$ cat src/tsbd_pkg.sv
// Shared types, codes and constants for the timestamped block stream deframer.
// Used by the input stage, the parser and the top level; depends on nothing.
package tsbd_pkg;

  // Input command codes
  localparam logic CMD_BYTE = 1'b0;
  localparam logic CMD_EOF  = 1'b1;

  // Signature length in bytes and first payload position of the first block
  localparam int          SigLen       = 12;
  localparam logic [47:0] FirstBlockPos = 48'd16;
  localparam logic [31:0] MaxLenReset   = 32'd1048576;
  localparam logic [47:0] HdrStampBytes = 48'd8;

  // Result kinds
  typedef enum logic [1:0] {
    KIND_PAYLOAD   = 2'd0,
    KIND_BLOCK_END = 2'd1,
    KIND_ERROR     = 2'd2,
    KIND_END       = 2'd3
  } kind_t;

  // Error codes
  typedef enum logic [2:0] {
    ERR_BAD_SIG     = 3'd0,
    ERR_SHORT_SIG   = 3'd1,
    ERR_SHORT_HDR   = 3'd2,
    ERR_BAD_LEN     = 3'd3,
    ERR_SHORT_DATA  = 3'd4,
    ERR_SHORT_STAMP = 3'd5
  } err_t;

  // One input request
  typedef struct packed {
    logic       cmd;
    logic [7:0] raw_byte;
  } item_t;

  // One result request
  typedef struct packed {
    kind_t       kind;
    logic [7:0]  payload;
    logic [31:0] byte_offset;
    logic [47:0] block_pos;
    logic [31:0] block_length;
    logic [31:0] stamp;
    err_t        error_code;
    logic [47:0] payload_total;
  } res_t;

  // Expected signature "FBS 001.000\n"
  function automatic logic [7:0] sig_byte(input logic [3:0] idx);
    logic [7:0] val;
    case (idx)
      4'd0:    val = 8'h46;
      4'd1:    val = 8'h42;
      4'd2:    val = 8'h53;
      4'd3:    val = 8'h20;
      4'd4:    val = 8'h30;
      4'd5:    val = 8'h30;
      4'd6:    val = 8'h31;
      4'd7:    val = 8'h2E;
      4'd8:    val = 8'h30;
      4'd9:    val = 8'h30;
      4'd10:   val = 8'h30;
      4'd11:   val = 8'h0A;
      default: val = 8'h00;
    endcase
    return val;
  endfunction

  // Padding bytes that bring a length up to a multiple of four
  function automatic logic [1:0] pad_of(input logic [31:0] len);
    return 2'(~len[1:0] + 2'd1);
  endfunction

endpackage

$ cat src/tsbd_if.sv
// Channel interfaces of the deframer: input requests, result requests and
// the configuration write channel. No dependencies.
interface tsbd_in_if;
  logic       valid;
  logic       ready;
  logic       cmd;
  logic [7:0] raw_byte;

  modport source (output valid, cmd, raw_byte, input ready);
  modport sink   (input valid, cmd, raw_byte, output ready);
endinterface

interface tsbd_out_if;
  logic        valid;
  logic        ready;
  logic [1:0]  kind;
  logic [7:0]  payload;
  logic [31:0] byte_offset;
  logic [47:0] block_pos;
  logic [31:0] block_length;
  logic [31:0] stamp;
  logic [2:0]  error_code;
  logic [47:0] payload_total;

  modport source (output valid, kind, payload, byte_offset, block_pos, block_length,
                  stamp, error_code, payload_total, input ready);
  modport sink   (input valid, kind, payload, byte_offset, block_pos, block_length,
                  stamp, error_code, payload_total, output ready);
endinterface

interface tsbd_cfg_if;
  logic        valid;
  logic        ready;
  logic [31:0] data;

  modport source (output valid, data, input ready);
  modport sink   (input valid, data, output ready);
endinterface

$ cat src/tsbd_in_stage.sv
// Input register of the deframer: captures one request per cycle while
// empty or draining. Depends on tsbd_pkg and tsbd_in_if.
module tsbd_in_stage (
  input  logic            clk,
  input  logic            rst_n,
  tsbd_in_if.sink         in_ch,
  output logic            item_valid,
  output tsbd_pkg::item_t item,
  input  logic            item_take
);
  import tsbd_pkg::*;

  logic  valid_r;
  item_t item_r;
  logic  load;

  // Refill whenever the held request leaves or the register is empty
  assign load        = !valid_r || item_take;
  assign in_ch.ready = load;
  assign item_valid  = valid_r;
  assign item        = item_r;

  // Hold the valid flag
  always_ff @(posedge clk) begin
    if (!rst_n) begin
      valid_r <= 1'b0;
    end else if (load) begin
      valid_r <= in_ch.valid;
    end
  end

  // Capture the request
  always_ff @(posedge clk) begin
    if (load) begin
      item_r <= '{cmd: in_ch.cmd, raw_byte: in_ch.raw_byte};
    end
  end

endmodule

$ cat src/tsbd_parser.sv
// Deframer state machine and result register: signature check, header,
// payload, padding and timestamp parsing. Depends on tsbd_pkg and tsbd_if.
module tsbd_parser (
  input  logic            clk,
  input  logic            rst_n,
  input  logic            item_valid,
  input  tsbd_pkg::item_t item,
  output logic            item_take,
  tsbd_cfg_if.sink        cfg_ch,
  tsbd_out_if.source      out_ch
);
  import tsbd_pkg::*;

  typedef enum logic [2:0] {
    PH_SIG,
    PH_HDR,
    PH_DATA,
    PH_STAMP,
    PH_DONE
  } phase_t;

  phase_t      phase_r, phase_nxt;
  logic [3:0]  field_count_r, field_count_nxt;
  logic        sig_bad_r, sig_bad_nxt;
  logic [31:0] length_acc_r, length_acc_nxt;
  logic [31:0] offset_count_r, offset_count_nxt;
  logic [31:0] stamp_acc_r, stamp_acc_nxt;
  logic [47:0] next_block_pos_r, next_block_pos_nxt;
  logic [47:0] cur_block_pos_r, cur_block_pos_nxt;
  logic [47:0] total_count_r, total_count_nxt;
  logic [31:0] max_len_r;
  logic        out_valid_r;
  res_t        res_r, res_nxt;
  logic        emit;
  logic        fail;
  err_t        fail_code;
  logic        take;
  logic        fire;
  logic [1:0]  pad;

  // Advance when the result register is free or being drained
  assign take      = !out_valid_r || out_ch.ready;
  assign fire      = item_valid && take;
  assign item_take = take;
  assign pad       = pad_of(length_acc_r);

  assign cfg_ch.ready = 1'b1;

  // Drive the result channel
  assign out_ch.valid         = out_valid_r;
  assign out_ch.kind          = res_r.kind;
  assign out_ch.payload       = res_r.payload;
  assign out_ch.byte_offset   = res_r.byte_offset;
  assign out_ch.block_pos     = res_r.block_pos;
  assign out_ch.block_length  = res_r.block_length;
  assign out_ch.stamp         = res_r.stamp;
  assign out_ch.error_code    = res_r.error_code;
  assign out_ch.payload_total = res_r.payload_total;

  // Step the parser for one request
  always_comb begin
    phase_nxt          = phase_r;
    field_count_nxt    = field_count_r;
    sig_bad_nxt        = sig_bad_r;
    length_acc_nxt     = length_acc_r;
    offset_count_nxt   = offset_count_r;
    stamp_acc_nxt      = stamp_acc_r;
    next_block_pos_nxt = next_block_pos_r;
    cur_block_pos_nxt  = cur_block_pos_r;
    total_count_nxt    = total_count_r;
    emit               = 1'b0;
    fail               = 1'b0;
    fail_code          = ERR_BAD_SIG;
    res_nxt            = '0;

    if (fire && phase_r != PH_DONE) begin
      if (item.cmd == CMD_EOF) begin
        unique case (phase_r)
          PH_SIG: begin
            fail      = 1'b1;
            fail_code = ERR_SHORT_SIG;
          end
          PH_HDR: begin
            if (field_count_r == 4'd0) begin
              // Clean end at a block boundary
              phase_nxt             = PH_DONE;
              emit                  = 1'b1;
              res_nxt.kind          = KIND_END;
              res_nxt.block_pos     = next_block_pos_r;
              res_nxt.block_length  = length_acc_r;
              res_nxt.payload_total = total_count_r;
            end else begin
              fail      = 1'b1;
              fail_code = ERR_SHORT_HDR;
            end
          end
          PH_DATA: begin
            fail      = 1'b1;
            fail_code = ERR_SHORT_DATA;
          end
          default: begin
            fail      = 1'b1;
            fail_code = ERR_SHORT_STAMP;
          end
        endcase
      end else begin
        unique case (phase_r)
          PH_SIG: begin
            if (sig_byte(field_count_r) != item.raw_byte) begin
              sig_bad_nxt = 1'b1;
            end
            field_count_nxt = field_count_r + 4'd1;
            if (field_count_r == 4'(SigLen - 1)) begin
              if (sig_bad_nxt) begin
                fail      = 1'b1;
                fail_code = ERR_BAD_SIG;
              end else begin
                phase_nxt       = PH_HDR;
                field_count_nxt = 4'd0;
              end
            end
          end
          PH_HDR: begin
            length_acc_nxt  = {length_acc_r[23:0], item.raw_byte};
            field_count_nxt = field_count_r + 4'd1;
            if (field_count_r == 4'd3) begin
              if (length_acc_nxt == 32'd0 || length_acc_nxt > max_len_r) begin
                fail      = 1'b1;
                fail_code = ERR_BAD_LEN;
              end else begin
                phase_nxt         = PH_DATA;
                field_count_nxt   = 4'd0;
                offset_count_nxt  = 32'd0;
                cur_block_pos_nxt = next_block_pos_r;
              end
            end
          end
          PH_DATA: begin
            if (offset_count_r < length_acc_r) begin
              // Payload byte: emit at once
              total_count_nxt  = total_count_r + 48'd1;
              offset_count_nxt = offset_count_r + 32'd1;
              if (offset_count_nxt == length_acc_r && pad == 2'd0) begin
                phase_nxt       = PH_STAMP;
                field_count_nxt = 4'd0;
                stamp_acc_nxt   = 32'd0;
              end
              emit                  = 1'b1;
              res_nxt.kind          = KIND_PAYLOAD;
              res_nxt.payload       = item.raw_byte;
              res_nxt.byte_offset   = offset_count_r;
              res_nxt.block_pos     = cur_block_pos_r;
              res_nxt.block_length  = length_acc_r;
              res_nxt.payload_total = total_count_nxt;
            end else begin
              // Padding byte: drop
              field_count_nxt = field_count_r + 4'd1;
              if (field_count_nxt >= {2'b00, pad}) begin
                phase_nxt       = PH_STAMP;
                field_count_nxt = 4'd0;
                stamp_acc_nxt   = 32'd0;
              end
            end
          end
          PH_STAMP: begin
            stamp_acc_nxt   = {stamp_acc_r[23:0], item.raw_byte};
            field_count_nxt = field_count_r + 4'd1;
            if (field_count_r == 4'd3) begin
              emit                  = 1'b1;
              res_nxt.kind          = KIND_BLOCK_END;
              res_nxt.block_pos     = cur_block_pos_r;
              res_nxt.block_length  = length_acc_r;
              res_nxt.stamp         = stamp_acc_nxt;
              res_nxt.payload_total = total_count_r;
              next_block_pos_nxt    = next_block_pos_r + 48'(length_acc_r)
                                      + 48'(pad) + HdrStampBytes;
              phase_nxt             = PH_HDR;
              field_count_nxt       = 4'd0;
              length_acc_nxt        = 32'd0;
              offset_count_nxt      = 32'd0;
            end
          end
          default: begin
            phase_nxt = phase_r;
          end
        endcase
      end

      // Terminal error result
      if (fail) begin
        phase_nxt             = PH_DONE;
        emit                  = 1'b1;
        res_nxt               = '0;
        res_nxt.kind          = KIND_ERROR;
        res_nxt.block_pos     = next_block_pos_r;
        res_nxt.block_length  = length_acc_nxt;
        res_nxt.error_code    = fail_code;
        res_nxt.payload_total = total_count_r;
      end
    end
  end

  // Hold parser state, the length limit and the result register
  always_ff @(posedge clk) begin
    if (!rst_n) begin
      phase_r          <= PH_SIG;
      field_count_r    <= 4'd0;
      sig_bad_r        <= 1'b0;
      length_acc_r     <= 32'd0;
      offset_count_r   <= 32'd0;
      stamp_acc_r      <= 32'd0;
      next_block_pos_r <= FirstBlockPos;
      cur_block_pos_r  <= 48'd0;
      total_count_r    <= 48'd0;
      max_len_r        <= MaxLenReset;
      out_valid_r      <= 1'b0;
    end else begin
      phase_r          <= phase_nxt;
      field_count_r    <= field_count_nxt;
      sig_bad_r        <= sig_bad_nxt;
      length_acc_r     <= length_acc_nxt;
      offset_count_r   <= offset_count_nxt;
      stamp_acc_r      <= stamp_acc_nxt;
      next_block_pos_r <= next_block_pos_nxt;
      cur_block_pos_r  <= cur_block_pos_nxt;
      total_count_r    <= total_count_nxt;
      if (cfg_ch.valid) begin
        max_len_r <= cfg_ch.data;
      end
      if (take) begin
        out_valid_r <= emit;
        res_r       <= res_nxt;
      end
    end
  end

  // Nothing is produced once the stream has ended
  a_done_silent: assert property (@(posedge clk) disable iff (!rst_n)
    (fire && phase_r == PH_DONE) |=> !out_valid_r)
    else $error("result produced after end of stream");

  // Terminal results leave the parser finished
  a_terminal_done: assert property (@(posedge clk) disable iff (!rst_n)
    (out_valid_r && (res_r.kind == KIND_ERROR || res_r.kind == KIND_END))
      |-> phase_r == PH_DONE)
    else $error("terminal result without finished parser");

  // Payload offsets stay inside the declared length
  a_offset_range: assert property (@(posedge clk) disable iff (!rst_n)
    (out_valid_r && res_r.kind == KIND_PAYLOAD) |-> res_r.byte_offset < res_r.block_length)
    else $error("payload offset beyond block length");

  // Signature counter never passes the signature length
  a_sig_count: assert property (@(posedge clk) disable iff (!rst_n)
    phase_r == PH_SIG |-> field_count_r < 4'(SigLen))
    else $error("signature counter overrun");

endmodule

$ cat src/timestamped_block_stream_deframer.sv
// Top level of the timestamped block stream deframer: input register and parser.
// Depends on tsbd_pkg, tsbd_if, tsbd_in_stage and tsbd_parser.
// A result passes through the input register and then the result register.
// Throughput: one request per cycle unless results stall; the input and result
// registers decouple the two channels, and a stalled result holds one entry.
// Reset (synchronous, rst_n low): parser returns to the signature check, the
// block length limit returns to 1048576 bytes and both registers empty.
module timestamped_block_stream_deframer (
  input  logic       clk,
  input  logic       rst_n,
  tsbd_in_if.sink    in_ch,
  tsbd_out_if.source out_ch,
  tsbd_cfg_if.sink   cfg_ch
);
  import tsbd_pkg::*;

  logic  item_valid;
  item_t item;
  logic  item_take;

  tsbd_in_stage u_in_stage (
    .clk        (clk),
    .rst_n      (rst_n),
    .in_ch      (in_ch),
    .item_valid (item_valid),
    .item       (item),
    .item_take  (item_take)
  );

  tsbd_parser u_parser (
    .clk        (clk),
    .rst_n      (rst_n),
    .item_valid (item_valid),
    .item       (item),
    .item_take  (item_take),
    .cfg_ch     (cfg_ch),
    .out_ch     (out_ch)
  );

endmodule
$ cat src/flat_wrapper.sv
// flat-port wrapper written by rule: the top's interface ports become plain ports
module timestamped_block_stream_deframer_flat import tsbd_pkg::*;
  (clk, rst_n, in_ch_valid, in_ch_cmd, in_ch_raw_byte, in_ch_ready, out_ch_valid, out_ch_kind, out_ch_payload, out_ch_byte_offset, out_ch_block_pos, out_ch_block_length, out_ch_stamp, out_ch_error_code, out_ch_payload_total, out_ch_ready, cfg_ch_valid, cfg_ch_data, cfg_ch_ready);
  tsbd_in_if in_ch_i ();
  tsbd_out_if out_ch_i ();
  tsbd_cfg_if cfg_ch_i ();
  input  logic clk;
  input  logic rst_n;
  input wire logic [$bits(in_ch_i.valid)-1:0] in_ch_valid;
  input wire logic [$bits(in_ch_i.cmd)-1:0] in_ch_cmd;
  input wire logic [$bits(in_ch_i.raw_byte)-1:0] in_ch_raw_byte;
  output wire logic [$bits(in_ch_i.ready)-1:0] in_ch_ready;
  output wire logic [$bits(out_ch_i.valid)-1:0] out_ch_valid;
  output wire logic [$bits(out_ch_i.kind)-1:0] out_ch_kind;
  output wire logic [$bits(out_ch_i.payload)-1:0] out_ch_payload;
  output wire logic [$bits(out_ch_i.byte_offset)-1:0] out_ch_byte_offset;
  output wire logic [$bits(out_ch_i.block_pos)-1:0] out_ch_block_pos;
  output wire logic [$bits(out_ch_i.block_length)-1:0] out_ch_block_length;
  output wire logic [$bits(out_ch_i.stamp)-1:0] out_ch_stamp;
  output wire logic [$bits(out_ch_i.error_code)-1:0] out_ch_error_code;
  output wire logic [$bits(out_ch_i.payload_total)-1:0] out_ch_payload_total;
  input wire logic [$bits(out_ch_i.ready)-1:0] out_ch_ready;
  input wire logic [$bits(cfg_ch_i.valid)-1:0] cfg_ch_valid;
  input wire logic [$bits(cfg_ch_i.data)-1:0] cfg_ch_data;
  output wire logic [$bits(cfg_ch_i.ready)-1:0] cfg_ch_ready;
  assign in_ch_i.valid = in_ch_valid;
  assign in_ch_i.cmd = in_ch_cmd;
  assign in_ch_i.raw_byte = in_ch_raw_byte;
  assign in_ch_ready = in_ch_i.ready;
  assign out_ch_valid = out_ch_i.valid;
  assign out_ch_kind = out_ch_i.kind;
  assign out_ch_payload = out_ch_i.payload;
  assign out_ch_byte_offset = out_ch_i.byte_offset;
  assign out_ch_block_pos = out_ch_i.block_pos;
  assign out_ch_block_length = out_ch_i.block_length;
  assign out_ch_stamp = out_ch_i.stamp;
  assign out_ch_error_code = out_ch_i.error_code;
  assign out_ch_payload_total = out_ch_i.payload_total;
  assign out_ch_i.ready = out_ch_ready;
  assign cfg_ch_i.valid = cfg_ch_valid;
  assign cfg_ch_i.data = cfg_ch_data;
  assign cfg_ch_ready = cfg_ch_i.ready;
  timestamped_block_stream_deframer u_core (.clk(clk), .rst_n(rst_n), .in_ch(in_ch_i), .out_ch(out_ch_i), .cfg_ch(cfg_ch_i));
endmodule
$ cat config.mk
export PLATFORM = sky130hd
export DESIGN_NAME = timestamped_block_stream_deframer_flat
export DESIGN_NICKNAME = d
export VERILOG_FILES = /design/src/tsbd_pkg.sv /design/src/tsbd_if.sv /design/src/tsbd_in_stage.sv /design/src/tsbd_parser.sv /design/src/timestamped_block_stream_deframer.sv /design/src/flat_wrapper.sv
export SDC_FILE = /design/constraint.sdc
export NUM_CORES = 1
export LEC_CHECK = 0
export ABC_AREA = 1
export BUFFER_PORTS_ARGS = -buffer_cell sky130_fd_sc_hd__clkbuf_2
export CORE_ASPECT_RATIO = 1.2
export CORE_MARGIN = 2
export CORE_UTILIZATION = 35
export DETAILED_ROUTE_END_ITERATION = 10
export PLACE_DENSITY = 0.54
export SETUP_SLACK_MARGIN = 0.2
export SLEW_MARGIN = 10
export SYNTH_ARGS = -nofsm -noshare
export SYNTH_HDL_FRONTEND = slang
export SYNTH_HIERARCHICAL = 1
export SYNTH_SLANG_ARGS = --single-unit
$ cat constraint.sdc
create_clock -name clk -period 12.8 [get_ports clk]
set_clock_uncertainty 0.15 [all_clocks]
set_input_delay 1.92 -clock clk [delete_from_list [all_inputs] [get_ports clk]]
set_output_delay 1.92 -clock clk [all_outputs]
set_load 0.05 [all_outputs]
After elaboration in Yosys (flattened, before gate mapping):

Memory sizes are Yosys's and may differ from the RTL's. A register that Yosys moved wholly into a read port is not among the register bits.
Index checks and enable logic that the tools add are counted.

* register bits: 488
* ROM bits: 112
* bits of input ports: 46
* memories: 1

* add/sub/neg operators: 7
* magnitude comparators: 3
* eq/ne operators: 23
* multiplexer cells: 88
* bitwise operators: 8
* reduce and logical (&&, ||, !) cells: 29

Memory list
* (name not given): depth 16, width 7, rd ports 1, clocked after memory_dff 1, write ports 0, RTL line tsbd_pkg.sv:54 `case (idx)`

Operators with widths (number)
* 32-bit two-way mux: 8
* 48-bit two-way mux: 5
* 80-bit two-way mux: 3
* 205-bit two-way mux: 1
* 80-bit one-hot mux with 2 select lines: 1
* 120-bit two-way mux: 1
* 112-bit two-way mux: 1
* 32-bit one-hot mux with 3 select lines: 1
* 48-bit one-hot mux with 2 select lines: 1
* 40-bit two-way mux: 2
* 24-bit two-way mux: 3
* 32-bit one-hot mux with 2 select lines: 1
* 48-bit by 1-bit adder with 48-bit output, second input constant: 1
* 48-bit by 2-bit adder with 48-bit output: 1
* 48-bit by 32-bit adder with 48-bit output: 1
* 48-bit by 4-bit adder with 48-bit output, second input constant: 1
* 24-bit one-hot mux with 2 select lines: 1
* 4-bit two-way mux: 10
* 3-bit two-way mux: 13
* 32-bit by 1-bit adder with 32-bit output, second input constant: 1
* 32-bit equality test: 1
* 32-bit greater-than comparator: 1
* 32-bit logical NOT: 1
* 32-bit less-than comparator: 1
* 39 further kinds: 97

Longest topological paths before layout:

Gate-level depths: netlist of the first run.

* depth in word-level cells: 17
* gate-level depth with buffers: 24
* gate-level depth less buffers: 24

By module:

The synthesis of the first run kept the hierarchy.

By module, submodules not included
* tsbd_parser: times used 1, cells an instance 3227, area each 25725.9 µm², seq. area each 11761.3 µm²
* tsbd_in_stage: times used 1, cells an instance 15, area each 316.6 µm², seq. area each 290.3 µm²

Worst setup path after synthesis of the first run:

Ideal clock, no wire load.

* path kind: in2reg
* start: input port rst_n
* end: register u_core.u_parser.res_r (netlist bit u_core/u_parser/out_ch.block_length[0]) (enable)
* setup time: 0.778 ns
* arrival time: 10.894 ns
* required time: 11.872 ns
* setup slack: 0.978 ns
* stages on the path: 4
* buffers on the path: 2
* cell sequence: inv_1 > clkbuf_1 > clkbuf_1 > nor2_1

* cells in the longest elaborated chain, start to end: 1

Ends and longest elaborated chain
* from (decl): RTL line flat_wrapper.sv:8 `input logic rst_n;`
* 2-bit AND reduction (no line)
* to (signal assigned): RTL line tsbd_parser.sv:232 `res_r <= res_nxt;`
* to (decl): RTL line tsbd_parser.sv:33 `res_t res_r, res_nxt;`

Every way passes these cells.
A chain may end at the register's enable or synchronous reset.

Worst setup path in the final report of the first run:

* start: input port out_ch_ready
* end: register u_core.u_parser.res_r (netlist bit u_core/u_parser/out_ch.block_pos[37]), data pin

* cells in the longest elaborated chain, start to end: 3

Ends and longest elaborated chain
* from (decl): RTL line flat_wrapper.sv:22 `input wire logic [$bits(out_ch_i.ready)-1:0] out_ch_ready;`
* 1-bit logical OR: RTL line tsbd_parser.sv:42 `assign take = !out_valid_r || out_ch.ready;`
* named net u_core.item_take: RTL line timestamped_block_stream_deframer.sv:19 `logic item_take;`
* 1-bit logical AND: RTL line tsbd_parser.sv:43 `assign fire = item_valid && take;`
* 1-bit logical AND: RTL line tsbd_parser.sv:76 `if (fire && phase_r != PH_DONE) begin`

The timed path passes the listed nets, and every way through them passes these cells.

==> reports/results.ini, run 1 <==
[setup_path]
crit_required_ps=12950
critPathMaxFanout=70
startpoint_type=input port
crit_type=in -> reg
crit_arrival_ps=5610
endpoint_kind=flop

[cts]
cts_hold_buf=0
h-tree-depth=2
cts_buffers=53
root_buffer=clkbuf_16
insertion_delay_ps=610
cts.path.max_buffers=3
cts.sinks=495
clk_pin_slew_worst_paths_ps=60
cts_tree=yes
cts_setup_buffers=0
cts_resized=0

[logic_synthesis]
yosys_warnings=6
synth-main-ff-cell=dfxtp_1
ys_ff_latch=495
synth_cells=3242
yosysMostFrequentCell=nand2_1
yosysTopAreaCell=edfxtp_1
ys_types=55
ys_seq_area_share_pct=46.3
syn-num-nets=3424
netlist_area_mm2=0.0260
avgSynthCellArea_um2=8.03
synthTopCellsByCount=nand2_1 (507), inv_1 (474), a21oi_1 (310), dfxtp_1 (281), nor2_1 (277)
synthArstFlopShare_pct=0
synth_area_leaders=edfxtp_1 (25%), dfxtp_1 (22%), nand2_1 (7.3%), inv_1 (6.8%), ha_1 (6.5%)
synth.top_cell.area_share_pct=24.7
synth_edf_count=214

[finish]
antenna_cells=0
drive_gt1_share_pct=11.4
nets=3616
final_core_util_pct=40.5
num-fill-cells=7639
area_growth_pct=14.4
fin_area_mm2=0.0298

[floorplanning]
dieWidth_um=253
num_io_pins=254
design.die.area_mm2=0.0766
die_y_um=303
core_mm2=0.0736
start_util_pct=35.4
fp-row-count=109

[placement]
gp_congestion=0.923
postPlaceCellArea_mm2=0.0282
io_buffers=252
dp_hpwl_um=60100

[route]
wl_met3_um=3750
first_pass_iters=6
met1_length_um=36000
highest_layer=met4
vias_per_cell=5.16
dr_wl_met2_um=41300
totalWireLength_um=84000
vias=22800
drc=0
drtIter0Drc=1484
drt.antenna.violating_nets=0
wire_per_inst_um=19.0

[power]
p_per_area_mw_per_mm2=125
total_power_uw=3720
ir_drop_mv=0.0950
p_leak_uw=0.0119

[timing]
clock.fmax_mhz=183
fin_crit_sh_pct=42.6
hold_violations=0
drv_slew=0
final.setup.tns_ps=0
setup_violations=0
tightest_slew_ps=1170
grt_setup_unrepaired=no
relSlewSlack_pct=21.6
period_minus_slack_ps=5450

[grt]
grt_antenna_before_repair=0
grt-ovfl-total=0
gr-usage-all-layers_pct=21.7
grt_pass1_wl_um=129000
grt_pass1_vias=21900
grt_max_degree=150

[hold_path]
hp-class=reg -> reg

[status]
status=finished, final reports clean

[job]
maxCapViolations=0

-- flip-flops by register name, summed over array words and instances, names as in the netlist, named ones only --
name,cells
u_core/u_in_stage/item_valid,1
u_core/u_parser/out_ch.block_pos,48
u_core/u_parser/cur_block_pos_r,48
u_core/u_parser/total_count_r,48
u_core/u_parser/out_ch.kind,2
u_core/u_parser/out_ch.byte_offset,32
u_core/u_parser/length_acc_r,32
u_core/u_parser/sig_bad_r,1
u_core/u_in_stage/item,9
u_core/u_parser/offset_count_r,32
u_core/u_parser/max_len_r,32
u_core/u_parser/out_ch.stamp,32
u_core/u_parser/phase_r,3
u_core/u_parser/next_block_pos_r,48
u_core/u_parser/out_ch.valid,1
u_core/u_parser/field_count_r,4
u_core/u_parser/out_ch.block_length,32
u_core/u_parser/stamp_acc_r,24
u_core/u_parser/out_ch.error_code,3
u_core/u_parser/out_ch.payload_total,48
u_core/u_parser/out_ch.payload,8
-- final timing paths --
kind | to | cells past startpoint | startpoint | slack, ps
hold / removal | u_core/u_parser/cur_block_pos_r[4] | 2 | u_core/u_parser/cur_block_pos_r[4] | 300
setup reg to reg | u_core/u_parser/next_block_pos_r[27] | 21 | u_core/u_parser/length_acc_r[0] | 7960
setup / recovery | u_core/u_parser/out_ch.block_pos[37] | 11 | out_ch_ready | 7350
hold reg to reg | u_core/u_parser/cur_block_pos_r[4] | 2 | u_core/u_parser/cur_block_pos_r[4] | 300
-- layout make-up --
| type | count | area (um^2) | area share (%) |
|---|---|---|---|
| Sequential cell | 495 | 12100 | 40.4 |
| Multi-Input combinational cell | 2124 | 11700 | 39.1 |
| Inverter | 486 | 1830 | 6.14 |
| Clock buffer | 85 | 1530 | 5.14 |
| Timing Repair Buffer | 274 | 1440 | 4.84 |
| Tap cell | 943 | 1180 | 3.96 |
| Clock inverter | 15 | 101 | 0.340 |
-- cells by family (layout without fill, tap and decap cells) --
| family | after synthesis | count (layout) | share of synthesized area (%) |
|---|---|---|---|
| AND/OR/NAND/NOR | 1072 | 1072 | 17.6 |
| AO/OA/AOI/OAI | 846 | 846 | 18.1 |
| buffers and inverters | 623 | 860 | 9.08 |
| flip-flops | 495 | 495 | 46.3 |
| adder cells (fa/ha/maj) | 136 | 136 | 6.56 |
| XOR/XNOR | 69 | 69 | 2.37 |
| other | 1 | 1 | 0.0144 |
-- critical path, stage by stage --
cell and delay, ps:
clkbuf_2 80, nor2_1 330, inv_1 170, nand3_2 80, buf_4 490, inv_1 180
nand2_1 650, inv_1 700, nand2_1 230, buf_4 520, o22ai_1 180
-- cells in the final DEF, fill, tap and decap left out, drive strengths merged, types with 7 or more instances in the layout --
| cell type | n |
|---|---|
| nor4 | 25 |
| edfxtp | 214 |
| a31oi | 28 |
| a211oi | 24 |
| ha | 135 |
| nor3 | 32 |
| clkbuf | 336 |
| buf | 23 |
| nor2 | 289 |
| o21ai | 273 |
| dfxtp | 281 |
| nand4 | 36 |
| o21a | 25 |
| clkinv | 14 |
| inv | 484 |
| nand3 | 159 |
| a22oi | 16 |
| o22ai | 138 |
| nand2 | 520 |
| xor2 | 61 |
| xnor2 | 7 |
| a21oi | 311 |
-- layer usage --
metal  GRT usage, %  vias up
met4           7.78        0
met2           38.1      605
li1               -    11400
met1           27.4    10700
met3           2.50      130
met5              0        -
-- power by group --
group          switching, uW  internal (uW)
sequential              51.7           1700
combinational            360            121
clock                    651            836
total                   1060           2660
-- per-stage QoR --
stage | setup slack (ps) | hold WS (ps) | instances
6_report | 7350 | 296 | 4422
5_1_grt | 7090 | 312 | 4422
4_1_cts | 7350 | 300 | 4422
3_5_place_dp | 6690 | 290 | 4322
3_3_place_gp | 6780 | 285 | 4322
2_1_floorplan | 978 | 275 | 3242
Power figures use the tool's default switching activity.
==> run 2: changes to the inputs <==
--- a/config.mk
+++ b/config.mk
@@ -5,7 +5,7 @@
 export SDC_FILE = /design/constraint.sdc
 export NUM_CORES = 1
 export LEC_CHECK = 0
-export ABC_AREA = 1
+export ABC_AREA = 0
 export BUFFER_PORTS_ARGS = -buffer_cell sky130_fd_sc_hd__clkbuf_2
 export CORE_ASPECT_RATIO = 1.2
 export CORE_MARGIN = 2
==> constraint.sdc (replaced) <==
create_clock -name clk -period 5.1 [get_ports clk]
set_clock_uncertainty 0.15 [all_clocks]
set_input_delay 0.765 -clock clk [delete_from_list [all_inputs] [get_ports clk]]
set_output_delay 0.765 -clock clk [all_outputs]
set_load 0.05 [all_outputs]
==> run 2 against run 1 <==
  * Register-to-register slack worse by 7400 ps
  * Hold slack worse by 130 ps
  * Global-route usage rose by 0.062 points
  * Synthesized area decreased by 2.9%
  * Utilization grew 0.85 points
==> reports/results.ini, run 2 <==
[setup_path]
rrSetupSlack_ps=600  ; -7360 ps
endpoint_kind=flop
max_stage_delay_ps=520  ; -180 ps
worst-r2r-cell-count=18  ; -14%
crit_required_ps=5410  ; -7540 ps
startpoint_type=flop
critPathMaxFanout=9  ; -87%
rr_startpoint=u_core/u_parser/length_acc_r[1]
r2r-end=u_core/u_parser/next_block_pos_r[35]
path_cells=inv_1, ha_1, xnor2_1, xnor2_1, ha_1, fa_1, a21o_1, a21o_1, a211oi_1, o21ai_0, o21ai_0, and4_1, or3_1, nor4_2, buf_4, o211ai_1, xor2_1, nor2_1
crit_arrival_ps=4810  ; -800 ps
cp_slowest_cell=dfxtp_1
crit_type=reg -> reg

[floorplanning]
num_io_pins=254  ; unchanged
die_y_um=298  ; -1.4%
fp-row-count=107  ; -1.8%
core_mm2=0.0712  ; -3.3%
dieWidth_um=249  ; -1.4%
design.die.area_mm2=0.0744  ; -2.9%
start_util_pct=35.5  ; +0.14 points

[timing]
tightest_slew_ps=1100  ; -73.3 ps
fin_crit_sh_pct=88.1
clock.fmax_mhz=222
grt_setup_unrepaired=no
period_minus_slack_ps=4500
final.setup.tns_ps=0  ; unchanged
setup_violations=0  ; unchanged
relSlewSlack_pct=26.6  ; +5.0 points
hold_violations=0  ; unchanged
drv_slew=0  ; unchanged

[power]
p_leak_uw=0.0118  ; -0.58%
ir_drop_mv=0.223  ; +130%
p_per_area_mw_per_mm2=306  ; +150%

[cts]
cts_hold_buf=0  ; unchanged
h-tree-depth=2  ; unchanged
cts.path.max_buffers=3  ; unchanged
cts_setup_buffers=0  ; unchanged
cts_tree=yes
root_buffer=clkbuf_16
insertion_delay_ps=630  ; +20 ps
cts.sinks=495  ; unchanged
clk_pin_slew_worst_paths_ps=70  ; about the same
cts_resized=0  ; unchanged
cts_buffers=55  ; +3.8%

[job]
maxCapViolations=0  ; unchanged

[logic_synthesis]
yosysMostFrequentCell=nand2_1
synth_top_family_by_area=simple AND/OR/NAND/NOR gates
muxShareOfSynthArea_pct=1.85  ; +1.8 points
synth_compound_area_share_pct=17.0  ; -1.1 points
synth_cells=2684  ; -17%
synthAdderAreaFrac_pct=6.80  ; +0.24 points
synth.top_cell.area_share_pct=25.4  ; +0.74 points
synth-main-ff-cell=dfxtp_1
yosysTopAreaCell=edfxtp_1
synthTopCellsByCount=nand2_1 (327), dfxtp_1 (281), a21oi_1 (224), edfxtp_1 (214), nor2_1 (194)
synth_area_leaders=edfxtp_1 (25%), dfxtp_1 (22%), ha_1 (6.7%), nand2_1 (4.9%), a21oi_1 (4.4%)
yosys.area_share.simple_pct=18.3  ; +0.66 points
synth_edf_count=214  ; unchanged
ys_types=86  ; +56%
netlist_area_mm2=0.0253  ; -2.9%
yosys_warnings=6  ; unchanged
ys_ff_latch=495  ; unchanged
synth-xor-area-share_pct=4.09  ; +1.7 points
synthArstFlopShare_pct=0  ; unchanged
syn-num-nets=2866  ; -16%
ys_seq_area_share_pct=47.7  ; +1.4 points
avgSynthCellArea_um2=9.42  ; +17%

[finish]
nets=3058  ; -15%
multi_input_area_mm2=0.0122  ; +4.7%
area_growth_pct=16.4
num-fill-cells=7059  ; -7.6%
seq_area_mm2=0.0121  ; unchanged
drive_gt1_share_pct=15.8  ; +4.4 points
layout_common_cells=nand2_1 (326), dfxtp_1 (281), clkbuf_2 (252)
final_common_cell=nand2_1
final_core_util_pct=41.3  ; +0.85 points
antenna_cells=0  ; unchanged

[route]
vias=21200  ; -7.2%
vias_per_cell=5.51  ; +6.6%
drtIter0Drc=1646  ; +11%
drc=0  ; unchanged
first_pass_iters=6  ; unchanged
wire_per_inst_um=21.6  ; +14%
totalWireLength_um=83200  ; -0.99%
drt.antenna.violating_nets=0  ; unchanged

[status]
status=finished, final reports clean

[grt]
gr-usage-all-layers_pct=21.8  ; +0.062 points
grt_pass1_vias=20600  ; -6.0%
grt_max_degree=124  ; -17%
grt_pass1_wl_um=127000  ; -1.4%
grt-ovfl-total=0  ; unchanged
grt_antenna_before_repair=1  ; +1

[placement]
gp_congestion=0.935  ; +1.2%
dp_hpwl_um=57700  ; -3.8%
io_buffers=252  ; unchanged

[hold_path]
min_to=u_core/u_in_stage/item[8]
hold_depth=1  ; -1
hp-class=in -> reg
hp-start=in_ch_cmd

-- run 2: cell types whose count changed after synthesis, moves of 65 or more --
cell	delta
inv_1	-383
a22o_1	+101
nand2_1	-180
xnor2_1	+65
nand3_1	-85
a21oi_1	-86
nor2_1	-83
o22ai_1	-133
o21ai_0	-129
-- run 2: stage by stage --
stage | total power, uW | instance area [um^2] | hold slack [ps] | instances | setup slack, ps
2_1_floorplan | 4800 | 25300 | 277 | 2684 | 709
3_3_place_gp | 5010 | 27600 | 287 | 3745 | 760
3_5_place_dp | 5010 | 27600 | 290 | 3745 | 666
4_1_cts | 9120 | 29400 | 122 | 3849 | 609
5_1_grt | 9310 | 29400 | 135 | 3849 | 270
6_report | 9010 | 29400 | 162 | 3849 | 605
-- run 2: how the worst max path moves through the flow --
stage / cells after the start / slack (ps) / to / startpoint
6_report: 18 / 600 / u_core/u_parser/next_block_pos_r[35] / u_core/u_parser/length_acc_r[1]
3_3_place_gp: 18 / 760 / u_core/u_parser/next_block_pos_r[47] / u_core/u_parser/length_acc_r[1]
3_5_place_dp: 18 / 670 / u_core/u_parser/next_block_pos_r[35] / u_core/u_parser/length_acc_r[1]
2_1_floorplan: 3 / 710 / u_core/u_parser/out_ch.block_length[0] / rst_n
4_1_cts: 18 / 610 / u_core/u_parser/next_block_pos_r[35] / u_core/u_parser/length_acc_r[1]
5_1_grt: 16 / 270 / u_core/u_parser/next_block_pos_r[42] / u_core/u_parser/length_acc_r[1]
-- run 2: worst max-delay path: cells and delay by family, from the launching register on --
family          cells  cell delay, ps
compound gates      6            1340
flops               1             520
simple gates        4             540
buf+inv             2             300
xor+xnor            3             470
fa+ha+maj           3             970
-- run 2: logic make-up (layout without fill, tap and decap cells) --
kind of cell,Yosys count,count (layout)
and+or+nand+nor,942,942
other,1,1
adders and majority gates,137,137
buffers and inverters,281,520
AOI/OAI and AO/OA,664,664
xor gates and xnor gates,118,118
DFF,495,495
muxes,46,46
-- run 2: report_power, final --
group          switching [uW]  internal [uW]
Clock                    1740           2350
Sequential               59.4           4220
Combinational             505            137
Total                    2300           6710
-- run 2: layout make-up --
cell class,count,share of cell area (%)
multi-input cells,1908,41.5
flip-flops and latches,495,41.0
repair buffers,323,6.18
clock buffers,72,5.14
well taps,926,3.94
inverters,93,1.21
clock inverters,32,1.08
-- run 2: layer usage --
layer / wire length, um / part of all wire (%) / vias up / global-route usage (%)
met5: 0 / 0 / - / 0
met4: 2970 / 3.6 / 0 / 8.09
met3: 4710 / 5.7 / 149 / 3.77
met2: 39800 / 48 / 660 / 36.7
met1: 35700 / 43 / 10300 / 27.9
li1: - / - / 10000 / -
